File: src/design/assert_macros.svh
// ----------------------------------------------------------------------------
// assert_macros.svh
// Shared concurrent assertion macros, clocked on clk and held off by rst.
// ----------------------------------------------------------------------------
`ifndef ASSERT_MACROS_SVH
`define ASSERT_MACROS_SVH

// Same-cycle implication.
`define ASSERT_IMPL(lbl, ante, cons) \
  lbl: assert property (@(posedge clk) disable iff (rst) (ante) |-> (cons)) \
    else $error("assertion failed");

// Next-cycle implication.
`define ASSERT_NEXT(lbl, ante, cons) \
  lbl: assert property (@(posedge clk) disable iff (rst) (ante) |=> (cons)) \
    else $error("assertion failed");

`endif

File: src/design/isort_pkg.sv
// ----------------------------------------------------------------------------
// isort_pkg
// Types and constants shared by the insertion sorter and its cells.
// ----------------------------------------------------------------------------
`default_nettype none

package isort_pkg;

  localparam int unsigned DATA_W = 32;

  typedef logic signed [DATA_W-1:0] data_t;

  // Control broadcast from the sequencer to every cell of the row.
  typedef struct packed {
    logic insert;      // place the broadcast item into the row this cycle
    logic shift_out;   // move every cell's content one step toward cell 0
    logic descending;  // sort direction in force for the insertion
  } cell_ctrl_t;

  typedef enum logic {
    ST_FILL,
    ST_DRAIN
  } sort_state_t;

endpackage

`default_nettype wire

File: src/design/isort_cell.sv
// ----------------------------------------------------------------------------
// isort_cell
// One slot of the sorting row: holds a value, compares it against the
// broadcast item and takes that item or a neighbor's data when the row moves.
// ----------------------------------------------------------------------------
`default_nettype none

module isort_cell (
  input  wire                    clk,
  input  isort_pkg::cell_ctrl_t  ctrl,
  input  isort_pkg::data_t       fresh,
  input  wire                    occupied,
  input  wire                    may_fill,
  input  isort_pkg::data_t       left_value,
  input  wire                    above_left,
  input  isort_pkg::data_t       right_value,
  input  wire                    above_right,
  output logic                   above,
  output isort_pkg::data_t       stored
);
  import isort_pkg::*;

  logic goes_after;
  logic keep;

  // The stored value moves past the new one when it compares strictly beyond.
  assign goes_after = ctrl.descending ? (stored < fresh) : (stored > fresh);
  assign keep       = occupied && !goes_after;
  // True when this cell or any cell to its right stays in place.
  assign above      = keep || above_right;

  always_ff @(posedge clk) begin
    if (ctrl.insert && may_fill) begin
      if (!above_left) begin
        stored <= left_value;
      end else if (!above) begin
        stored <= fresh;
      end
    end else if (ctrl.shift_out) begin
      stored <= right_value;
    end
  end

endmodule

`default_nettype wire
File: config.mk
export PLATFORM = sky130hd
export DESIGN_NAME = isort_cell
export DESIGN_NICKNAME = d
export VERILOG_FILES = /design/src/design/assert_macros.svh /design/src/design/isort_pkg.sv /design/src/design/isort_cell.sv
export SDC_FILE = /design/constraint.sdc
export NUM_CORES = 1
export LEC_CHECK = 0
export BUFFER_PORTS_ARGS = -buffer_cell sky130_fd_sc_hd__clkbuf_2
export CORE_UTILIZATION = 45
export DETAILED_ROUTE_END_ITERATION = 8
export PLACE_DENSITY = 0.79
export SLEW_MARGIN = 10
export SYNTH_ARGS = -nofsm -noshare
export SYNTH_HDL_FRONTEND = slang
export SYNTH_SLANG_ARGS = --single-unit
File: constraint.sdc
create_clock -name clk -period 5.4 [get_ports clk]
set_input_delay 1.08 -clock clk [delete_from_list [all_inputs] [get_ports clk]]
set_output_delay 1.08 -clock clk [all_outputs]
set_load 0.01 [all_outputs]
# After elaboration in Yosys (flattened, before gate mapping)
# Index checks and enable logic that the tools add are counted.
[totals] reg_bits=32 latch_bits=0 mem_bits_rw=0 romBits=0 input_bits=104 output_inout_bits=33 wordCells=15 memories=0
[op_classes] add_sub_neg=0 multipliers=0 div=0 order_cmp=2 n_eq_ne=1 shifts=0 mux=5 bitwise_logic=0 n_reduce_logical=6
[ops] operator="$mux W32" n=4
[ops] operator="$gt A32 B32 Y1" n=1
[ops] operator="$lt A32 B32 Y1" n=1
[ops] operator="$ne A3 B3 Y1 const B" n=1
[ops] operator="$logic_and A1 B1 Y1" n=2
[ops] operator="$reduce_and A2 Y1" n=1
[ops] operator="$reduce_bool A2 Y1" n=1
[ops] operator="$logic_not A1 Y1" n=1
[ops] operator="$logic_or A1 B1 Y1" n=1
[ops] operator="$mux W1" n=1

# Longest topological paths before layout
[logic_depth] word_depth=8 depth_mapped=9 ltp_nobuf=9

# Worst setup path before layout
# Ideal clock, no wire load.
[synth_timing] kind="input-to-reg" from="in fresh[15]" to="reg stored[0] (enable)" setup_ns=0.441 arrival_time_ns=4.077 t_required_ns=4.959 setup_slack_ns=0.882 stages=9 path_buffers=0 path_cell_list="inv_1 > ha_1 > nand4_2 > nor4_2 > a21bo_1 > nand3_2 > a211o_2 > a31oi_2 > a31oi_1"
[synth_between] elab_chain_len=7 word_cells_on_any_way=8 classes_between="2 x order compare; 1 x eq/ne; 1 x mux; 4 x reduce/logical"
[synth_lines] item="start, declared" line="isort_cell.sv:11" rtl="input isort_pkg::data_t fresh,"
[synth_lines] item="$gt A32 B32 Y1 or $lt A32 B32 Y1 (tied branches)" line="isort_cell.sv:27" rtl="assign goes_after = ctrl.descending ? (stored < fresh) : (stored > fresh);"
[synth_lines] item="$mux W1 *" line="isort_cell.sv:27"
[synth_lines] item="$logic_not A1 Y1 *" line="isort_cell.sv:28" rtl="assign keep = occupied && !goes_after;"
[synth_lines] item="$logic_and A1 B1 Y1 *" line="isort_cell.sv:28"
[synth_lines] item="$logic_or A1 B1 Y1 *" line="isort_cell.sv:30" rtl="assign above = keep || above_right;"
[synth_lines] item="via above" line="isort_cell.sv:18" rtl="output logic above,"
[synth_lines] item="$ne A3 B3 Y1 (no line) *"
[synth_lines] item="$reduce_and A2 Y1 (no line) *"
[synth_lines] item="end signal, assigned" line="isort_cell.sv:35" rtl="stored <= left_value;"
[synth_lines] item="end signal, assigned" line="isort_cell.sv:37" rtl="stored <= fresh;"
[synth_lines] item="end signal, assigned" line="isort_cell.sv:40" rtl="stored <= right_value;"
[synth_lines] item="end, declared" line="isort_cell.sv:19" rtl="output isort_pkg::data_t stored"
# Mark *: on every way through the listed nets, which the timed path passes. The rest lies on a longest branch.
# A chain may end at the register's enable or synchronous reset.

# Worst setup path in the final report
[layout_timing] from="in fresh[13]" to="out above"
[layout_between] elab_chain_len=5 word_cells_on_any_way=6 classes_between="2 x order compare; 1 x mux; 3 x reduce/logical"
[layout_lines] item="$gt A32 B32 Y1 or $lt A32 B32 Y1 (tied branches)" line="isort_cell.sv:27"
[layout_lines] item="$mux W1 *" line="isort_cell.sv:27"
[layout_lines] item="$logic_not A1 Y1 *" line="isort_cell.sv:28"
[layout_lines] item="$logic_and A1 B1 Y1 *" line="isort_cell.sv:28"
[layout_lines] item="$logic_or A1 B1 Y1 *" line="isort_cell.sv:30"
[layout_lines] item="end, declared" line="isort_cell.sv:18"
# Mark *: on every way between the ends. The rest lies on a longest branch, timed or not.

==> out/metrics.json <==
{
  "largest_register": "stored",
  "post-place-ws_ns": 1.421,
  "final_critical_path_setup_slack_ns": 1.443,
  "cts_max_path_buffers": 2,
  "grt_setup_unrepaired": "false",
  "fin_area_mm2": 0.003337,
  "class_of_the_most_critical_setup_path": "input pin to output port",
  "reg2reg_setup_slack_ns": 2.33,
  "timing.critical_path.to_type": "output port",
  "port_buffers": 136,
  "synth.avg_cell_area_um2": 9.452,
  "post-layout-total-power_uw": 706.6,
  "worstSetupStartpoint": "fresh[13]",
  "worst_r2r_path_depth": 8,
  "detailed_route_wire_length_per_cell_um": 12.49,
  "finalWorstPathRequiredPeriod_ns": 3.957,
  "cts_resized": 0,
  "syn_nets": 401,
  "largest_registers": "stored: 32 flops",
  "grt_pass1_wl_um": 9873,
  "fraction_of_layout_cells_with_a_size_suffix_above_1": 0.3860,
  "first_global_vias": 2367,
  "io-pin-count": 137,
  "holdCritPathClass": "input pin to flip-flop",
  "grt_start_max_net_pins": 67,
  "core_mm2": 0.005238,
  "synth.cells.most_frequent": "sky130_fd_sc_hd__a21oi_1, sky130_fd_sc_hd__nor2_1, sky130_fd_sc_hd__inv_1",
  "synth.yosys.warnings": 0,
  "detail-route-antenna-nets": 0,
  "worstReg2RegStart": "stored[15]",
  "grt_antenna_before_repair": 0,
  "seq_area_um2": 960.9,
  "floorplan.rows": 26,
  "synth-seq-cells": 32,
  "worstMarginPinSlew_ns": 1.081,
  "timing.max_cap.violations": 0,
  "ys_top_cells_by_area": "sky130_fd_sc_hd__edfxtp_1, sky130_fd_sc_hd__ha_1, sky130_fd_sc_hd__mux2i_1",
  "power_density_mw_per_mm2": 211.7,
  "synthDominantCellAreaShare": 0.3836,
  "dpl-instance-area_mm2": 0.003259,
  "worstSkewPairLatency_ns": 0.28,
  "die_w_um": 76.61,
  "cts_hold_buffers": 0,
  "multi_input_comb_area_mm2": 0.001388,
  "setup-violations-final": 0,
  "cts_root_buf": "sky130_fd_sc_hd__clkbuf_8",
  "power_leakage_nw": 1.780,
  "detailroute.via_count": 2334,
  "cts_sinks": 32,
  "gp_congestion": 0.7991,
  "finish.cell_count_without_fillers": 469,
  "critPathCapture": "above",
  "cts.htree.levels": 2,
  "crit-reg2reg-capture": "stored[12]",
  "syn2layout_area_growth_pct": 33.22,
  "sequential_area_share_after_synthesis": 0.3836,
  "grt.overflow.total": 0,
  "synth_enable_flop_cells": 32,
  "yosys.cell_count.top_type": "sky130_fd_sc_hd__a21oi_1",
  "drt_wl_total_um": 5857,
  "post-place-cells": 462,
  "timing.final.max_slew_violations": 0,
  "fin_util": 0.6371,
  "status": "complete, no violations",
  "timing.max_slew.rel_slack": 0.2795,
  "clock.fmax_mhz": 252.7,
  "path_max_fanout": 3,
  "fin_hold_ws_ns": 1.117,
  "drt-pass1-iter-count": 4,
  "finish.net_count": 535,
  "final.period_utilization": 0.7327,
  "cts_tree": "built",
  "netlist.top_cell.by_area": "sky130_fd_sc_hd__edfxtp_1",
  "largest_reg_flops": 32,
  "required_ns": 4.32,
  "synth-main-ff-cell": "sky130_fd_sc_hd__edfxtp_1",
  "peak_supply_drop_uv": 133.7,
  "chipHeight_um": 76.61,
  "fin_worst_skew_ns": 0.004337,
  "timing_hold_violations_final": 0,
  "count_of_fill_cells_added_during_filler_insertion": 466,
  "clkSlewWorstSetupHoldPaths_ns": 0.07,
  "async_flop_share": 0,
  "critical_path_arrival_ns": 2.88,
  "vias_per_instance": 4.977,
  "dieArea_mm2": 0.005869,
  "combined_area_of_all_synthesized_cells_mm2": 0.002505,
  "post_cts_buffers": 0,
  "synthDistinctLibCells": 29,
  "drt_iter0_markers": 56,
  "initial_utilization": 0.4783,
  "numCtsBuffers": 5,
  "post_synth_inst_count": 265,
  "critical_path.startpoint_type": "input pin",
  "drc": 0,
  "dp_hpwl_um": 4777,
  "finalSetupTns_ns": 0,
  "global_route_usage_sum": 0.2118,
  "antennaDiodeCount": 0
}
## critical path: stages
cell                       delay, ns
sky130_fd_sc_hd__clkbuf_2       0.10
sky130_fd_sc_hd__inv_1          0.04
sky130_fd_sc_hd__ha_1           0.30
sky130_fd_sc_hd__nand4_2        0.15
sky130_fd_sc_hd__nor4_2         0.33
sky130_fd_sc_hd__a21bo_1        0.25
sky130_fd_sc_hd__nand3_2        0.08
sky130_fd_sc_hd__a31oi_1        0.09
sky130_fd_sc_hd__a31oi_2        0.28
sky130_fd_sc_hd__clkbuf_2       0.19
## power by group
part | switching (mW) | internal (mW) | total [mW]
combinational | 0.116 | 0.0990 | 0.215
sequential | 0.0127 | 0.304 | 0.317
clock | 0.0867 | 0.0875 | 0.174
## layout by cell type (no fill, tap or decap), drive strengths merged, types with 5 or more instances in the layout
cell type  netlist  routed
ha              32      32
nand4            7       7
nor2            36      36
nand2           10      10
o21ai            5       5
a21oi           48      48
mux2i           32      32
clkbuf           7     142
edfxtp          32      32
inv             34      34
## worst min path at each step
stage | startpoint | end | slack, ns | cells past startpoint
after CTS | right_value[27] | stored[27] | 1.11 | 3
final | right_value[27] | stored[27] | 1.12 | 3
after detailed placement | right_value[27] | stored[27] | 1.41 | 3
after floorplan | right_value[0] | stored[0] | 1.31 | 2
after global routing | right_value[3] | stored[3] | 1.12 | 3
after global placement | right_value[26] | stored[26] | 1.40 | 3
## cells by family after synthesis
family,count (synthesis),share of synthesized area
AOI/OAI and AO/OA,62,0.1364
and+or+nand+nor,61,0.1199
buffers and inverters,45,0.06893
muxes,32,0.1279
adders and majority gates,32,0.1598
DFF,32,0.3836
xor gates and xnor gates,1,0.003497
## routing by layer
metal	vias up	share of wire	routed length [um]	GRT usage
li1	1218	-	-	-
met1	1030	0.41	2385	0.2273
met2	76	0.52	3054	0.3946
met3	10	0.058	338	0.05868
met4	0	0.013	78	0.07308
met5	-	0	0	0
## cell type report
cell class	instances	share of cell area
inverters	34	0.03825
flip-flops and latches	32	0.2880
repair buffers	138	0.2085
multi-input cells	188	0.4158
clock buffers	6	0.02175
clock inverters	1	0.001500
well taps	70	0.02625
No activity file was read; power rests on OpenSTA's default activity.
